--- config.mk ---
export PLATFORM = sky130hd
export DESIGN_NAME = tagged_software_timer_bank_unit
export DESIGN_NICKNAME = d
export VERILOG_FILES = /design/src/design/tstb_pkg.sv /design/src/design/tagged_software_timer_bank_unit.sv
export SDC_FILE = /design/constraint.sdc
export NUM_CORES = 1
export LEC_CHECK = 0
export BUFFER_PORTS_ARGS = -buffer_cell sky130_fd_sc_hd__buf_2
export CORE_MARGIN = 2
export CORE_UTILIZATION = 29
export DETAILED_ROUTE_END_ITERATION = 8
export SYNTH_ARGS = -nofsm -noshare
export SYNTH_HDL_FRONTEND = slang
export SYNTH_SLANG_ARGS = --single-unit
--- constraint.sdc ---
create_clock -name clk -period 6.05 [get_ports clk]
set_input_delay 1.21 -clock clk [delete_from_list [all_inputs] [get_ports clk]]
set_output_delay 1.21 -clock clk [all_outputs]
set_load 0.005 [all_outputs]
--- src/design/tstb_pkg.sv ---
`timescale 1ns / 1ps
// shared types and constants of the tagged software timer bank
// no dependencies

package tstb_pkg;

	localparam int NUM_TIMERS  = 4;
	localparam int NUM_PRESETS = 4;
	localparam int IDX_W       = (NUM_TIMERS > 1) ? $clog2(NUM_TIMERS) : 1;

	localparam int REQ_W   = 3;
	localparam int ID_W    = 3;
	localparam int TAG_W   = 16;
	localparam int IVL_W   = 20;
	localparam int CNT_W   = 16;
	localparam int PER_W   = 8;
	localparam int MASK_W  = 4;
	localparam int STAT_W  = 2;
	localparam int CFGI_W  = 3;
	localparam int CFGD_W  = 20;
	localparam int IN_W    = 40;
	localparam int OUT_W   = 24;

	localparam int DIV_STEPS = IVL_W;
	localparam int DCNT_W    = $clog2(DIV_STEPS);

	localparam logic [TAG_W-1:0]  INVALID_TAG  = 16'hFFFF;
	localparam logic [CNT_W-1:0]  CNT_MAX      = 16'hFFFF;
	localparam logic [PER_W-1:0]  PERIOD_RESET = 8'd10;
	localparam logic [MASK_W-1:0] MASK_RESET   = 4'hF;

	typedef enum logic [REQ_W-1:0] {
		REQ_TICK         = 3'd0,
		REQ_START_PRESET = 3'd1,
		REQ_START_IVL    = 3'd2,
		REQ_CANCEL       = 3'd3,
		REQ_QUERY        = 3'd4
	} req_t;

	localparam logic [STAT_W-1:0] ST_INACTIVE = 2'd0;
	localparam logic [STAT_W-1:0] ST_ELAPSED  = 2'd1;
	localparam logic [STAT_W-1:0] ST_RUNNING  = 2'd2;

	localparam logic KIND_EXPIRY = 1'b0;
	localparam logic KIND_QUERY  = 1'b1;

	localparam logic [CFGI_W-1:0] CFG_TICK_PERIOD = 3'd0;
	localparam logic [CFGI_W-1:0] CFG_CB_MASK     = 3'd1;
	localparam logic [CFGI_W-1:0] CFG_PRESET0     = 3'd2;
	localparam logic [CFGI_W-1:0] CFG_PRESET1     = 3'd3;
	localparam logic [CFGI_W-1:0] CFG_PRESET2     = 3'd4;
	localparam logic [CFGI_W-1:0] CFG_PRESET3     = 3'd5;

	typedef struct packed {
		logic [CNT_W-1:0] count;
		logic [TAG_W-1:0] tag;
	} entry_t;

	localparam entry_t ENTRY_RESET = '{count: '0, tag: INVALID_TAG};

	typedef enum logic [6:0] {
		S_IDLE     = 7'b0000001,
		S_DIV      = 7'b0000010,
		S_START    = 7'b0000100,
		S_QRY      = 7'b0001000,
		S_TICK_RD  = 7'b0010000,
		S_TICK_EV  = 7'b0100000,
		S_TICK_END = 7'b1000000
	} state_t;

	function automatic logic [STAT_W-1:0] status_of(input logic [CNT_W-1:0] c);
		logic [STAT_W-1:0] s;
		if (c == '0)
			s = ST_INACTIVE;
		else if (c == CNT_W'(1))
			s = ST_ELAPSED;
		else
			s = ST_RUNNING;
		return s;
	endfunction

endpackage

--- src/design/tagged_software_timer_bank_unit.sv ---
`timescale 1ns / 1ps
// tagged one-shot timer bank: sequencer, timer entry memory, divider, output register
// depends on tstb_pkg
//
// Usage:
// Requests arrive on the s_ stream (kind in s_tuser, id/tag/interval in s_tdata);
// results leave on the m_ stream (kind in m_tuser, end of run in m_tlast).
// Timer counters and tags live in a small synchronous memory; an entry never
// written since reset reads as inactive with the all-ones tag.
// One request is processed at a time; s_tready is high while the sequencer is idle.
// Work per request, done by the sequencer and the bit-serial divider:
//   tick           one read per timer, and a write-back for each running timer
//   start          one quotient bit per cycle over the 20-bit interval, then the entry write
//   cancel         entry written while the sequencer stays idle
//   query          memory read, then the result register
//   other kinds    no action
// A finished result sits in the output register while the next request is
// taken; if m_tready stays low the sequencer waits only when it has another
// result to hand over. Reset (arst_n low) restores the register reset values,
// marks all timers inactive and empties the output register.
// Registers are written through cfg_we/cfg_index/cfg_data; the user must write them only while idle (not enforced).

module tagged_software_timer_bank_unit
	import tstb_pkg::*;
(
	input  logic              clk,
	input  logic              arst_n,
	input  logic              s_tvalid,
	output logic              s_tready,
	input  logic [IN_W-1:0]   s_tdata,  // timer_id[2:0], corr_tag[18:3], interval_ms[38:19], zero pad
	input  logic [REQ_W-1:0]  s_tuser,  // req_type[2:0]
	output logic              m_tvalid,
	input  logic              m_tready,
	output logic [OUT_W-1:0]  m_tdata,  // which_timer[2:0], tag_out[18:3], timer_status[20:19], zero pad
	output logic [0:0]        m_tuser,  // result_kind[0]
	output logic              m_tlast,
	input  logic              cfg_we,
	input  logic [CFGI_W-1:0] cfg_index,
	input  logic [CFGD_W-1:0] cfg_data
);

	// configuration
	logic [PER_W-1:0]  tick_period_q;
	logic [MASK_W-1:0] cb_mask_q;
	logic [IVL_W-1:0]  preset_q [NUM_PRESETS];

	always_ff @(posedge clk or negedge arst_n) begin
		if (!arst_n) begin
			tick_period_q <= PERIOD_RESET;
			cb_mask_q     <= MASK_RESET;
			for (int i = 0; i < NUM_PRESETS; i++)
				preset_q[i] <= '0;
		end else if (cfg_we) begin
			case (cfg_index)
				CFG_TICK_PERIOD: tick_period_q <= cfg_data[PER_W-1:0];
				CFG_CB_MASK:     cb_mask_q     <= cfg_data[MASK_W-1:0];
				CFG_PRESET0:     preset_q[0]   <= cfg_data[IVL_W-1:0];
				CFG_PRESET1:     preset_q[1]   <= cfg_data[IVL_W-1:0];
				CFG_PRESET2:     preset_q[2]   <= cfg_data[IVL_W-1:0];
				CFG_PRESET3:     preset_q[3]   <= cfg_data[IVL_W-1:0];
				default: ;
			endcase
		end
	end

	// input fields
	logic [ID_W-1:0]  in_id;
	logic [TAG_W-1:0] in_tag;
	logic [IVL_W-1:0] in_ivl;
	req_t             in_req;
	logic             in_id_ok;
	logic             acc;

	assign in_id    = s_tdata[2:0];
	assign in_tag   = s_tdata[18:3];
	assign in_ivl   = s_tdata[38:19];
	assign in_req   = req_t'(s_tuser);
	assign in_id_ok = in_id < ID_W'(NUM_TIMERS);

	// sequencer and payload registers
	state_t            state_q;
	logic [IDX_W-1:0]  idx_q;
	logic [DCNT_W-1:0] dcnt_q;
	logic              qvld_q;
	logic              pend_q;
	logic [ID_W-1:0]   id_q;
	logic [TAG_W-1:0]  tag_q;
	logic [IVL_W-1:0]  quo_q;
	logic [PER_W-1:0]  rem_q;
	logic [PER_W-1:0]  dvs_q;
	logic [ID_W-1:0]   pend_id_q;
	logic [TAG_W-1:0]  pend_tag_q;

	// timer entry memory
	entry_t            mem [NUM_TIMERS];
	entry_t            rd_s1;
	logic              rvld_s1;
	logic [NUM_TIMERS-1:0] vld_q;
	logic              mem_we;
	logic [IDX_W-1:0]  mem_wa;
	entry_t            mem_wd;
	logic              mem_re;
	logic [IDX_W-1:0]  mem_ra;
	entry_t            eff;

	always_ff @(posedge clk) begin
		if (mem_we)
			mem[mem_wa] <= mem_wd;
		if (mem_re)
			rd_s1 <= mem[mem_ra];
	end

	always_ff @(posedge clk or negedge arst_n) begin
		if (!arst_n) begin
			vld_q   <= '0;
			rvld_s1 <= 1'b0;
		end else begin
			if (mem_we)
				vld_q[mem_wa] <= 1'b1;
			if (mem_re)
				rvld_s1 <= vld_q[mem_ra];
		end
	end

	assign eff = rvld_s1 ? rd_s1 : ENTRY_RESET;

	// output register
	logic              m_tvalid_q;
	logic              out_free;
	logic              push;
	logic              push_kind;
	logic [ID_W-1:0]   push_id;
	logic [TAG_W-1:0]  push_tag;
	logic [STAT_W-1:0] push_stat;
	logic              push_last;
	logic [ID_W-1:0]   out_id_q;
	logic [TAG_W-1:0]  out_tag_q;
	logic [STAT_W-1:0] out_stat_q;
	logic              out_kind_q;
	logic              out_last_q;

	assign out_free = !m_tvalid_q || m_tready;

	// tick evaluation
	logic             running;
	logic [CNT_W-1:0] newc;
	logic             expire;
	logic             tick_adv;
	logic             last_idx;

	assign running  = eff.count > CNT_W'(1);
	assign newc     = eff.count - CNT_W'(1);
	assign expire   = running && (newc == CNT_W'(1)) && cb_mask_q[idx_q];
	assign tick_adv = !(expire && pend_q) || out_free;
	assign last_idx = idx_q == IDX_W'(NUM_TIMERS - 1);

	// divider step and count saturation
	logic [PER_W:0]   rem_sh;
	logic [PER_W:0]   rem_diff;
	logic             q_bit;
	logic [CNT_W-1:0] load_cnt;

	assign rem_sh   = {rem_q, quo_q[IVL_W-1]};
	assign rem_diff = rem_sh - {1'b0, dvs_q};
	assign q_bit    = rem_sh >= {1'b0, dvs_q};
	assign load_cnt = ((quo_q[IVL_W-1:CNT_W] != '0) || (quo_q[CNT_W-1:0] == CNT_MAX))
		? CNT_MAX : quo_q[CNT_W-1:0] + CNT_W'(1);

	assign s_tready = state_q == S_IDLE;
	assign acc      = s_tvalid && s_tready;

	always_comb begin
		mem_we    = 1'b0;
		mem_wa    = idx_q;
		mem_wd    = ENTRY_RESET;
		mem_re    = 1'b0;
		mem_ra    = idx_q;
		push      = 1'b0;
		push_kind = KIND_EXPIRY;
		push_id   = pend_id_q;
		push_tag  = pend_tag_q;
		push_stat = ST_ELAPSED;
		push_last = 1'b0;
		unique case (state_q)
			S_IDLE: begin
				if (acc && in_id_ok && in_req == REQ_CANCEL) begin
					mem_we = 1'b1;
					mem_wa = in_id[IDX_W-1:0];
				end
				if (acc && in_id_ok && in_req == REQ_QUERY) begin
					mem_re = 1'b1;
					mem_ra = in_id[IDX_W-1:0];
				end
			end
			S_START: begin
				mem_we = 1'b1;
				mem_wa = id_q[IDX_W-1:0];
				mem_wd = '{count: load_cnt, tag: tag_q};
			end
			S_QRY: begin
				push      = out_free;
				push_kind = KIND_QUERY;
				push_id   = id_q;
				push_tag  = qvld_q ? eff.tag : '0;
				push_stat = qvld_q ? status_of(eff.count) : ST_INACTIVE;
				push_last = 1'b1;
			end
			S_TICK_RD: begin
				mem_re = 1'b1;
			end
			S_TICK_EV: begin
				if (tick_adv && running) begin
					mem_we = 1'b1;
					mem_wd = '{count: newc, tag: eff.tag};
				end
				push = tick_adv && expire && pend_q;
			end
			S_TICK_END: begin
				push      = pend_q && out_free;
				push_last = 1'b1;
			end
			S_DIV: ;
			default: ;
		endcase
	end

	always_ff @(posedge clk or negedge arst_n) begin
		if (!arst_n) begin
			state_q <= S_IDLE;
			idx_q   <= '0;
			dcnt_q  <= '0;
			qvld_q  <= 1'b0;
			pend_q  <= 1'b0;
		end else begin
			unique case (state_q)
				S_IDLE: begin
					if (acc) begin
						case (in_req)
							REQ_TICK: begin
								idx_q   <= '0;
								state_q <= S_TICK_RD;
							end
							REQ_START_PRESET, REQ_START_IVL: begin
								dcnt_q <= '0;
								if (in_id_ok)
									state_q <= S_DIV;
							end
							REQ_QUERY: begin
								qvld_q  <= in_id_ok;
								state_q <= S_QRY;
							end
							default: ;
						endcase
					end
				end
				S_DIV: begin
					dcnt_q <= dcnt_q + DCNT_W'(1);
					if (dcnt_q == DCNT_W'(DIV_STEPS - 1))
						state_q <= S_START;
				end
				S_START:   state_q <= S_IDLE;
				S_QRY: begin
					if (out_free)
						state_q <= S_IDLE;
				end
				S_TICK_RD: state_q <= S_TICK_EV;
				S_TICK_EV: begin
					if (tick_adv) begin
						if (expire)
							pend_q <= 1'b1;
						if (last_idx) begin
							state_q <= S_TICK_END;
						end else begin
							idx_q   <= idx_q + IDX_W'(1);
							state_q <= S_TICK_RD;
						end
					end
				end
				S_TICK_END: begin
					if (!pend_q || out_free) begin
						pend_q  <= 1'b0;
						state_q <= S_IDLE;
					end
				end
				default: state_q <= S_IDLE;
			endcase
		end
	end

	// payload registers
	always_ff @(posedge clk) begin
		if (acc) begin
			id_q  <= in_id;
			tag_q <= in_tag;
			rem_q <= '0;
			dvs_q <= (tick_period_q == '0) ? PER_W'(1) : tick_period_q;
			quo_q <= (in_req == REQ_START_PRESET) ? preset_q[in_id[1:0]] : in_ivl;
		end else if (state_q == S_DIV) begin
			rem_q <= q_bit ? rem_diff[PER_W-1:0] : rem_sh[PER_W-1:0];
			quo_q <= {quo_q[IVL_W-2:0], q_bit};
		end
		if (state_q == S_TICK_EV && tick_adv && expire) begin
			pend_id_q  <= ID_W'(idx_q);
			pend_tag_q <= eff.tag;
		end
		if (push) begin
			out_kind_q <= push_kind;
			out_id_q   <= push_id;
			out_tag_q  <= push_tag;
			out_stat_q <= push_stat;
			out_last_q <= push_last;
		end
	end

	always_ff @(posedge clk or negedge arst_n) begin
		if (!arst_n)
			m_tvalid_q <= 1'b0;
		else if (push)
			m_tvalid_q <= 1'b1;
		else if (m_tready)
			m_tvalid_q <= 1'b0;
	end

	assign m_tvalid = m_tvalid_q;
	assign m_tdata  = {3'b000, out_stat_q, out_tag_q, out_id_q};
	assign m_tuser  = out_kind_q;
	assign m_tlast  = out_last_q;

	// checks
	a_no_rw_overlap: assert property (@(posedge clk) disable iff (!arst_n)
		!(mem_we && mem_re))
		else $error("memory read and write in the same cycle");

	a_pend_only_in_tick: assert property (@(posedge clk) disable iff (!arst_n)
		(state_q == S_IDLE || state_q == S_DIV || state_q == S_START || state_q == S_QRY)
		|-> !pend_q)
		else $error("pending expiry outside a tick walk");

	a_query_result: assert property (@(posedge clk) disable iff (!arst_n)
		(state_q == S_QRY && out_free)
		|=> (m_tvalid && m_tlast && m_tuser == KIND_QUERY))
		else $error("query did not produce a final query result");

	a_expiry_status: assert property (@(posedge clk) disable iff (!arst_n)
		(m_tvalid && m_tuser == KIND_EXPIRY) |-> (out_stat_q == ST_ELAPSED))
		else $error("expiry result without elapsed status");

	a_no_push_on_full: assert property (@(posedge clk) disable iff (!arst_n)
		push |-> out_free)
		else $error("result pushed over an untaken result");

endmodule

# Word level (Yosys, flattened, before mapping)
# Memories as Yosys holds them, arrays and structs flattened. A register that Yosys moved wholly into a read port is not among the register bits.
# Index checks and enable logic that the tools add are counted.
# word_totals
mem_count	1
mem_bits_rw	128
regBits	210
# op_classes
add_sub_neg	5
order_cmp	8
mux	60
bitwise_logic	4
reduce_logical	45
n_eq_ne	32
# memory_table
memory	words	width	read_ports	rd_ports_with_merged_regs	wr	line_no	source
mem	4	32	1	1	1	tagged_software_timer_bank_unit.sv:95	entry_t mem [NUM_TIMERS];
# ops
op	n
$mux 20	5
$mux 32	2
$pmux 32 s2	1
$mux 7	7
$mux 16	3
$pmux 7 s6	1
$bmux 20 s2	1
$eq 16x1->1 const B	2
$pmux 7 s3	1
$mux 2	9
$mux 1	17
$add 16x1->16 const B	1
$eq 16x16->1 const B	1
$gt 16x1->1 const B	1
$logic_not 16->1	1
$sub 16x1->16 const B	1
$logic_and 1x1->1	14
$eq 3x2->1 const B	4
$ne 2x2->1 const B	6
$reduce_and 2->1	6
$mux 5	2
$pmux 5 s2	1
$reduce_bool 2->1	5
$eq 3x3->1 const B	3
41 further kinds	59

# Depth between registers and ports, before layout
# Gate-level depths: netlist of the first run.
# depth
word_depth	13
depth_mapped	14

# Least setup slack after synthesis of the first run
# Ideal clock, no wire load.
# synth_path
path_kind	input port to flip-flop
from	input port s_tvalid
to	memory mem[1][0] in the netlist's numbering, enable pin
t_arrival_ps	5151
setup_time_ps	470
required_time_ps	5580
cell_stages	5
path_slack_ps	429
cell_sequence	nand2_1 -> inv_1 -> a21oi_1 -> a221o_1 -> a211oi_1
# synth_between
elab_chain_len	7
elab_cells_between_ends	9
cone_classes	mux (6); reduce/logical (3)
# synth_lines
item	line_no	source
from (decl)	tagged_software_timer_bank_unit.sv:28	input logic s_tvalid,
$logic_and 1x1->1 *	tagged_software_timer_bank_unit.sv:170	assign acc = s_tvalid && s_tready;
named net acc	tagged_software_timer_bank_unit.sv:72	logic acc;
$logic_and 1x1->1 * (2 in a row)	tagged_software_timer_bank_unit.sv:186	if (acc && in_id_ok && in_req == REQ_CANCEL) begin
$mux 1	tagged_software_timer_bank_unit.sv:186	
$pmux 1 s3	tagged_software_timer_bank_unit.sv:184	unique case (state_q)
$mux 1	tagged_software_timer_bank_unit.sv:107	if (mem_we)
$mux 1 (implied by the code)	tagged_software_timer_bank_unit.sv:108	mem[mem_wa] <= mem_wd;
to (decl)	tagged_software_timer_bank_unit.sv:95	
# Mark *: on every way through the listed nets, which the timed path passes. The rest lies on a longest branch.

# Worst setup path after layout of the first run
# layout_path
from	register rvld_s1
to	memory mem[0][18] in the netlist's numbering, enable pin
# layout_between
elab_chain_len	13
elab_cells_between_ends	14
cone_classes	add/sub (1); order compare (1); eq/ne (1); mux (5); reduce/logical (6)
# layout_lines
item	line_no	source
from (decl)	tagged_software_timer_bank_unit.sv:97	logic rvld_s1;
from (signal assigned)	tagged_software_timer_bank_unit.sv:121	rvld_s1 <= vld_q[mem_ra];
$mux 32 *	tagged_software_timer_bank_unit.sv:125	assign eff = rvld_s1 ? rd_s1 : ENTRY_RESET;
$sub 16x1->16	tagged_software_timer_bank_unit.sv:152	assign newc = eff.count - CNT_W'(1);
$eq 16x1->1	tagged_software_timer_bank_unit.sv:153	assign expire = running && (newc == CNT_W'(1)) && cb_mask_q[idx_q];
$logic_and 1x1->1 (2 in a row)	tagged_software_timer_bank_unit.sv:153	
$logic_and 1x1->1	tagged_software_timer_bank_unit.sv:154	assign tick_adv = !(expire && pend_q) || out_free;
$logic_not 1->1	tagged_software_timer_bank_unit.sv:154	
$logic_or 1x1->1	tagged_software_timer_bank_unit.sv:154	
$logic_and 1x1->1 *	tagged_software_timer_bank_unit.sv:212	if (tick_adv && running) begin
$mux 1 *	tagged_software_timer_bank_unit.sv:212	
$pmux 1 s3 *	tagged_software_timer_bank_unit.sv:184	
$mux 1 *	tagged_software_timer_bank_unit.sv:107	
$mux 1 (implied by the code) *	tagged_software_timer_bank_unit.sv:108	
# Mark *: on every way between the ends. The rest lies on a longest branch, timed or not.

==> results.json, run 1 <==
{
  "fin_crit_sh": 0.802,
  "num_rows": 88,
  "ys_seq_area_frac": 0.623,
  "netlist_instances": 1314,
  "ys_warn_count": 0,
  "start_kind": "flip-flop",
  "clk_path_buf_depth": 3,
  "synth.distinct_cells": 72,
  "dp_hpwl_um": 25300,
  "clk_pin_slew_ns": 0.06,
  "end_kind": "flip-flop",
  "power_density_mw_per_mm2": 362,
  "grt_max_degree": 66,
  "slew_violations": 0,
  "hold_violations": 0,
  "drtPass1Iterations": 5,
  "vias_per_cell": 4.93,
  "grt_pass1_vias": 10800,
  "synth_top_area_frac": 0.443,
  "area_growth_pct": 15.3,
  "skew_ns": 0.0332,
  "syn_area_mm2": 0.0168,
  "ys_top_cells_by_area": "edfxtp_1 44%, dfrtp_1 16%, mux2_2 6.4%",
  "wirelength_um": 39300,
  "p_leak_nw": 7.23,
  "die_area_mm2": 0.0599,
  "cts_setup_buffers": 0,
  "clock_latency_ns": 0.55,
  "antenna_found_initial": 2,
  "critPathMaxFanout": 32,
  "hp-class": "reg -> reg",
  "ant_nets": 0,
  "maxCapViolCount": 0,
  "tightest_slew_ns": 1.18,
  "fmaxAchievable_mhz": 206,
  "grt_pass1_wl_um": 61900,
  "clockRootBuffer": "clkbuf_16",
  "fp.dieW_um": 245,
  "start_util": 0.292,
  "cts_made_buffers": 39,
  "synth_flop_cell": "edfxtp_1",
  "gp_congestion": 0.804,
  "fin_hold_ws_ns": 0.472,
  "setup_violations": 0,
  "drive_gt1_frac": 0.227,
  "hold_buffers": 0,
  "groute.usage.overall": 0.132,
  "die_y_um": 245,
  "final_cells": 2185,
  "synth-edff-count": 248,
  "worst_ep_required_time_ns": 6.19,
  "worstPathArrival_ns": 4.99,
  "drc": 0,
  "cts_tree": "built",
  "htree_num_levels": 2,
  "fp.coreArea_mm2": 0.0575,
  "rsz0062_at_grt": "no",
  "diodes": 0,
  "io_pins": 99,
  "nNetsFinal": 1475,
  "max_slew_margin": 0.206,
  "routedWlPerCell_um": 18.0,
  "synth_top_cells_by_count": "248 x edfxtp_1, 168 x nand2_1, 107 x dfrtp_1",
  "crit_type": "reg -> reg",
  "status": "finished, final reports clean",
  "yosysMostFrequentCell": "edfxtp_1",
  "grt-ovfl-total": 0,
  "first_iter_violations": 668,
  "fillers": 5630,
  "async_flop_share": 0.308,
  "final.setup.tns_ns": 0,
  "port_buffers": 94,
  "ctsResizeCount": 0,
  "syn_area_per_cell_um2": 12.8,
  "cts.sinks": 370,
  "peakVddDrop_v": 0.000256,
  "synth_largest_area_cell": "edfxtp_1",
  "dr_total_vias": 10800,
  "placedCellCount": 2113,
  "finalCriticalPeriod_ns": 4.85,
  "synth-seq-cells": 370
}
[where the power goes]
group,switching [W],leakage [nW],internal (W)
clock,0.000976,0.610,0.00140
sequential,0.000253,3.74,0.00312
combinational,0.000743,2.88,0.000529
[cells in the final DEF, fill, tap and decap left out, types with 8 or more instances in the layout]
cell type  count
mux4_2        21
edfxtp_1     248
nand3_1       10
dfxtp_1        8
xor2_1        13
xnor2_1       10
or3_1         12
and3_1         8
inv_1         19
buf_4         25
o21ai_0      101
a21oi_1       46
clkbuf_16     40
mux2_2        96
and2_1        38
nor2_1        30
buf_2         93
a31oi_1       34
nand2b_1      37
mux2i_1       27
nand2_1      168
ha_1          14
a211oi_1      33
clkbuf_1       9
nor3_1        11
dfrtp_1      107
[cell type report]
type / count / area (um2) / area share
Sequential cell: 370 / 10500 / 0.540
Inverter: 19 / 71.3 / 0.00368
Tap cell: 765 / 957 / 0.0494
Clock buffer: 50 / 1050 / 0.0541
Timing Repair Buffer: 118 / 653 / 0.0337
Clock inverter: 22 / 226 / 0.0117
Multi-Input combinational cell: 841 / 5960 / 0.307
[routing by layer]
metal	wire length [um]	vias to the layer above	GRT usage
met5	27	-	0
met4	994	4	0.0434
met3	1900	62	0.0232
met2	18600	261	0.219
met1	17800	5399	0.175
li1	-	5048	-
[critical path, stage by stage (launching register included)]
cell and delay (ns):
dfrtp_1 0.96, nand2_1 0.26, ha_1 0.49, o21ai_0 0.27, a41oi_1 0.07, a311oi_1 0.50, nand4b_1 0.24, nor4_4 0.64
a2111oi_0 0.27, or2_2 0.71
[cells by family after synthesis]
family                     synth area share
AOI/OAI and AO/OA                    0.0995
and+or+nand+nor                       0.117
DFF                                   0.623
buffers and inverters                0.0261
other                              0.000223
xor gates and xnor gates             0.0120
muxes                                 0.110
adders and majority gates            0.0122
[registers in the layout, summed over array words and instances, names as in the netlist, 2 cells and up]
signal / flops
mem: 128
pend_id_q: 2
out_stat_q: 2
id_q: 3
quo_q: 20
vld_q: 4
idx_q: 2
rem_q: 8
tag_q: 16
tick_period_q: 8
dcnt_q: 5
state_q: 7
out_id_q: 3
out_tag_q: 16
pend_tag_q: 16
cb_mask_q: 4
preset_q: 80
dvs_q: 8
rd_s1: 32
[worst paths after layout]
path	startpoint	endpoint	slack, ns	cells after the start
setup reg to reg	rvld_s1	mem[0][18]	1.20	9
max in group asynchronous	arst_n	dcnt_q[1]	4.06	2
setup / recovery	rvld_s1	mem[0][18]	1.20	9
min in group asynchronous	arst_n	preset_q[32]	0.77	1
hold / removal	tick_period_q[2]	dvs_q[2]	0.47	0
hold reg to reg	tick_period_q[2]	dvs_q[2]	0.47	0
[per-stage QoR]
stage	area, um2	worst slack, ns	utilization	power (W)
3_3_place_gp	18100	1.34	0.315	0.00465
5_1_grt	19400	0.864	0.337	0.00739
3_5_place_dp	18100	1.24	0.315	0.00470
2_1_floorplan	16800	0.429	-	0.00428
4_1_cts	19400	1.23	0.337	0.00709
6_report	19400	1.20	0.337	0.00702
No activity file was read; power rests on OpenSTA's default activity.
==> run 2: changes to the inputs <==
==> constraint.sdc (replaced) <==
create_clock -name clk -period 4.8 [get_ports clk]
set_input_delay 0.96 -clock clk [delete_from_list [all_inputs] [get_ports clk]]
set_output_delay 0.96 -clock clk [all_outputs]
set_load 0.005 [all_outputs]
==> run 2 against run 1 <==
  * Clock power grew 24%
  * Sequential power rose by 25%
  * Die area stayed put
  * Largest power group unchanged
  * Sequential share of layout area is 0.11 points lower
  * Sequential cell count is the same
  * Clock skew fell by 0.012 ns
==> results.json, run 2 (synthesis results as in run 1) <==
{
  "start_kind": "flip-flop",
  "critPathMaxFanout": 32,
  "fp.dieW_um": 245,
  "cts_made_buffers": 39,
  "start_util": 0.292,
  "final_common_cell": "edfxtp_1",
  "hold_violations": 0,
  "clockRootBuffer": "clkbuf_16",
  "final_cells": 2194,
  "skew_ns": 0.0208,
  "grt_max_degree": 65,
  "grt_pass1_vias": 10800,
  "maxCapViolCount": 0,
  "cts.sinks": 370,
  "hp-class": "in -> async",
  "fp.coreArea_mm2": 0.0575,
  "peakVddDrop_v": 0.000268,
  "drc": 0,
  "first_iter_violations": 673,
  "nNetsFinal": 1485,
  "antenna_found_initial": 6,
  "slew_violations": 0,
  "top_register": "mem",
  "drtPass1Iterations": 5,
  "finalCriticalPeriod_ns": 4.13,
  "tightest_slew_ns": 1.18,
  "critical_path.max_stage_delay_ns": 0.69,
  "crit_type": "reg -> reg",
  "die_area_mm2": 0.0599,
  "hold_buffers": 0,
  "gp_congestion": 0.809,
  "power_density_mw_per_mm2": 453,
  "fmaxAchievable_mhz": 242,
  "drive_gt1_frac": 0.229,
  "fin_hold_ws_ns": 0.400,
  "slowest_stage": "or2_2",
  "final_cell_mix": "248 x edfxtp_1, 168 x nand2_1, 107 x dfrtp_1",
  "setup_slack_ns": 0.672,
  "fin_crit_sh": 0.860,
  "critPathMostFrequentCell": "nand2_1",
  "setup_violations": 0,
  "fillers": 5709,
  "largestRegisters": "mem: 128 flops, preset_q: 80 flops, rd_s1: 32 flops",
  "cts_setup_buffers": 0,
  "vias_per_cell": 4.91,
  "largest_reg_flops": 128,
  "grt-ovfl-total": 0,
  "io_pins": 99,
  "crit_chain": "nand2_1 > ha_1 > nand2_1 > or4b_2 > a21oi_1 > o21ai_0 > nor4_4 > buf_4 > a2111oi_0 > or2_2",
  "grt_pass1_wl_um": 61900,
  "regArea_mm2": 0.0105,
  "status": "finished, final reports clean",
  "dp_hpwl_um": 25800,
  "rsz0062_at_grt": "no",
  "die_y_um": 245,
  "worstPathArrival_ns": 4.26,
  "clock_latency_ns": 0.54,
  "dr_total_vias": 10800,
  "worst_ep_required_time_ns": 4.93,
  "max_slew_margin": 0.210,
  "placedCellCount": 2123,
  "ctsResizeCount": 0,
  "area_growth_pct": 15.5,
  "clk_pin_slew_ns": 0.06,
  "clk_path_buf_depth": 3,
  "final.setup.tns_ns": 0,
  "cts_tree": "built",
  "multi_input_area_mm2": 0.00596,
  "wirelength_um": 39400,
  "final_core_utilization": 0.338,
  "ant_nets": 0,
  "routedWlPerCell_um": 17.9,
  "end_kind": "flip-flop",
  "num_rows": 88,
  "groute.usage.overall": 0.131,
  "p_leak_nw": 7.26,
  "port_buffers": 94,
  "htree_num_levels": 2,
  "place_ws_ns": 0.700
}
[run 2: final cells by class]
class,instances,area share
Tap cell,765,0.0493
Clock buffer,56,0.0568
Timing Repair Buffer,128,0.0375
Clock inverter,14,0.00689
Sequential cell,370,0.539
Inverter,19,0.00367
Multi-Input combinational cell,841,0.307
Antenna cell,1,0.000129
[run 2: metal layers]
metal | GRT usage | part of all wire | vias to the layer above
met5 | 0 | 0.0011 | -
met4 | 0.0316 | 0.015 | 6
met3 | 0.0234 | 0.049 | 51
met2 | 0.217 | 0.47 | 223
met1 | 0.179 | 0.46 | 5431
li1 | - | - | 5070
[run 2: worst max-delay path: cells and delay by family (launching register included)]
| kind | cells | cell delay, ns |
|---|---|---|
| adders and majority gates | 1 | 0.56 |
| DFF | 1 | 0.46 |
| buffers and inverters | 1 | 0.24 |
| and+or+nand+nor | 5 | 1.93 |
| AOI/OAI and AO/OA | 3 | 0.51 |
[run 2: path summary, 6_finish.rpt]
| path | slack (ns) | end | from | cells after the start |
|---|---|---|---|---|
| setup / recovery | 0.67 | mem[2][23] | rd_s1[16] | 10 |
| hold / removal | 0.40 | preset_q[73] | arst_n | 1 |
| setup reg to reg | 0.67 | mem[2][23] | rd_s1[16] | 10 |
| hold reg to reg | 0.47 | vld_q[0] | vld_q[0] | 1 |
| max in group asynchronous | 3.34 | m_tvalid | arst_n | 2 |
| min in group clk | 0.47 | vld_q[0] | vld_q[0] | 1 |
[run 2: metrics by stage]
| stage | power [W] | instance area [um2] |
|---|---|---|
| detailed placement | 0.00593 | 18200 |
| global placement | 0.00587 | 18200 |
| finish | 0.00879 | 19400 |
| CTS | 0.00889 | 19400 |
| floorplan | 0.00540 | 16800 |
| global route | 0.00926 | 19400 |
[run 2: power breakdown]
group | internal, W | switching [W] | total, W | leakage, nW
Clock | 0.00171 | 0.00123 | 0.00294 | 0.597
Combinational | 0.000676 | 0.000958 | 0.00163 | 2.92
Sequential | 0.00393 | 0.000284 | 0.00422 | 3.74
==> run 3: changes to the inputs <==
==> constraint.sdc (replaced) <==
create_clock -name clk -period 4.1 [get_ports clk]
set_input_delay 0.82 -clock clk [delete_from_list [all_inputs] [get_ports clk]]
set_output_delay 0.82 -clock clk [all_outputs]
set_load 0.005 [all_outputs]
==> run 3 against run 2 <==
  * Sequential power is 17% higher
  * Global-route usage increased by 0.11 points
  * Critical endpoint is now mem[3][22]
  * Utilization rose by 0.40 points
  * Largest power group unchanged
  * Clock skew grew 0.0062 ns
==> results.json, run 3 (synthesis results as in run 1) <==
{
  "skew_ns": 0.0270,
  "drc": 0,
  "vias_per_cell": 4.92,
  "groute.usage.overall": 0.133,
  "first_iter_violations": 869,
  "hold_violations": 0,
  "worstPathArrival_ns": 3.87,
  "fillers": 5657,
  "dr_total_vias": 10900,
  "end_kind": "flip-flop",
  "start_util": 0.292,
  "htree_num_levels": 2,
  "cts.sinks": 370,
  "maxCapViolCount": 0,
  "crit_type": "reg -> reg",
  "max_slew_margin": 0.342,
  "grt_pass1_wl_um": 62400,
  "clk_path_buf_depth": 3,
  "grt_pass1_vias": 11000,
  "critPathMaxFanout": 32,
  "slew_violations": 0,
  "io_pins": 99,
  "wirelength_um": 39700,
  "finalCriticalPeriod_ns": 3.70,
  "fp.coreArea_mm2": 0.0575,
  "drive_gt1_frac": 0.241,
  "setup_violations": 0,
  "final_core_utilization": 0.342,
  "grt_max_degree": 76,
  "power_density_mw_per_mm2": 530,
  "antenna_found_initial": 1,
  "drtPass1Iterations": 5,
  "tightest_slew_ns": 0.987,
  "cts_setup_buffers": 0,
  "ctsResizeCount": 0,
  "top_register": "mem",
  "start_kind": "flip-flop",
  "port_buffers": 94,
  "cts_tree": "built",
  "dp_hpwl_um": 26300,
  "clk_pin_slew_ns": 0.06,
  "grt-ovfl-total": 0,
  "hold_buffers": 0,
  "num_rows": 88,
  "largestRegisters": "mem: 128 flops, preset_q: 80 flops, rd_s1: 32 flops",
  "die_y_um": 245,
  "final_cell_mix": "248 x edfxtp_1, 168 x nand2_1, 107 x dfrtp_1",
  "area_growth_pct": 16.9,
  "routedWlPerCell_um": 18.0,
  "clockRootBuffer": "clkbuf_16",
  "p_leak_nw": 7.37,
  "clock_latency_ns": 0.55,
  "rsz0062_at_grt": "no",
  "die_area_mm2": 0.0599,
  "gp_congestion": 0.829,
  "peakVddDrop_v": 0.000353,
  "nNetsFinal": 1499,
  "hp-class": "in -> async",
  "cts_made_buffers": 38,
  "final.setup.tns_ns": 0,
  "worst_ep_required_time_ns": 4.26,
  "fp.dieW_um": 245,
  "status": "finished, final reports clean",
  "ant_nets": 0,
  "final_common_cell": "edfxtp_1",
  "fin_crit_sh": 0.903,
  "fmaxAchievable_mhz": 270,
  "largest_reg_flops": 128
}
[run 3: cell count changes in the layout (fill, tap and decap cells not counted), sizes merged]
cell	change
buf	+15
bufinv	+2
clkbuf	-5
clkinv	+3
clkinvlp	+1
inv	-2
[run 3: final timing paths]
| check | slack [ns] | cells past startpoint | from | to |
|---|---|---|---|---|
| setup reg to reg | 0.40 | 8 | rd_s1[19] | mem[3][22] |
| max in group asynchronous | 2.70 | 2 | arst_n | tick_period_q[3] |
| hold / removal | 0.42 | 1 | arst_n | preset_q[53] |
| hold reg to reg | 0.48 | 1 | vld_q[2] | vld_q[2] |
| min in group clk | 0.46 | 1 | s_tdata[7] | tag_q[4] |
| setup / recovery | 0.40 | 8 | rd_s1[19] | mem[3][22] |
[run 3: metal layers]
layer | track usage | routed length, um | vias to the layer above
li1 | - | - | 5090
met1 | 0.178 | 17900 | 5448
met2 | 0.219 | 18800 | 264
met3 | 0.0244 | 2140 | 55
met4 | 0.0369 | 910 | 0
met5 | 0 | 0 | -
[run 3: layout make-up]
type / count / area, um2 / share of cell area
sequential: 370 / 10500 / 0.533
multi-input combinational: 841 / 5960 / 0.303
clock buffer: 51 / 1040 / 0.0530
tap: 765 / 957 / 0.0487
timing repair buffer: 143 / 928 / 0.0472
clock inverter: 18 / 221 / 0.0113
inverter: 19 / 71.3 / 0.00363
antenna: 1 / 2.50 / 0.000127
[run 3: report_power, final]
group          leakage [nW]  total (W)  internal [W]  switching [W]
clock                 0.610    0.00350       0.00205        0.00144
sequential             3.74    0.00492       0.00460       0.000321
combinational          3.02    0.00200      0.000841        0.00116
total                  7.37     0.0104       0.00749        0.00293
[run 3: metrics by stage]
step                total power [W]  instances  instance area [um2]  hold slack [ns]  setup WS [ns]
global route                 0.0109       2207                19600            0.436          0.180
finish                       0.0104       2208                19600            0.425          0.396
global placement            0.00693       2138                18400            0.450          0.453
floorplan                   0.00632       1316                16800            0.438         0.0494
detailed placement          0.00700       2138                18400            0.465          0.443
CTS                          0.0105       2207                19600            0.436          0.425
[run 3: critical path, cell delays in order (launching register included)]
cell	delay [ns]
edfxtp_1	0.52
or4_4	0.66
or4_4	0.45
and3_1	0.22
o21ai_0	0.15
nor4_4	0.13
a2111oi_0	0.51
or2_2	0.20
buf_4	0.47
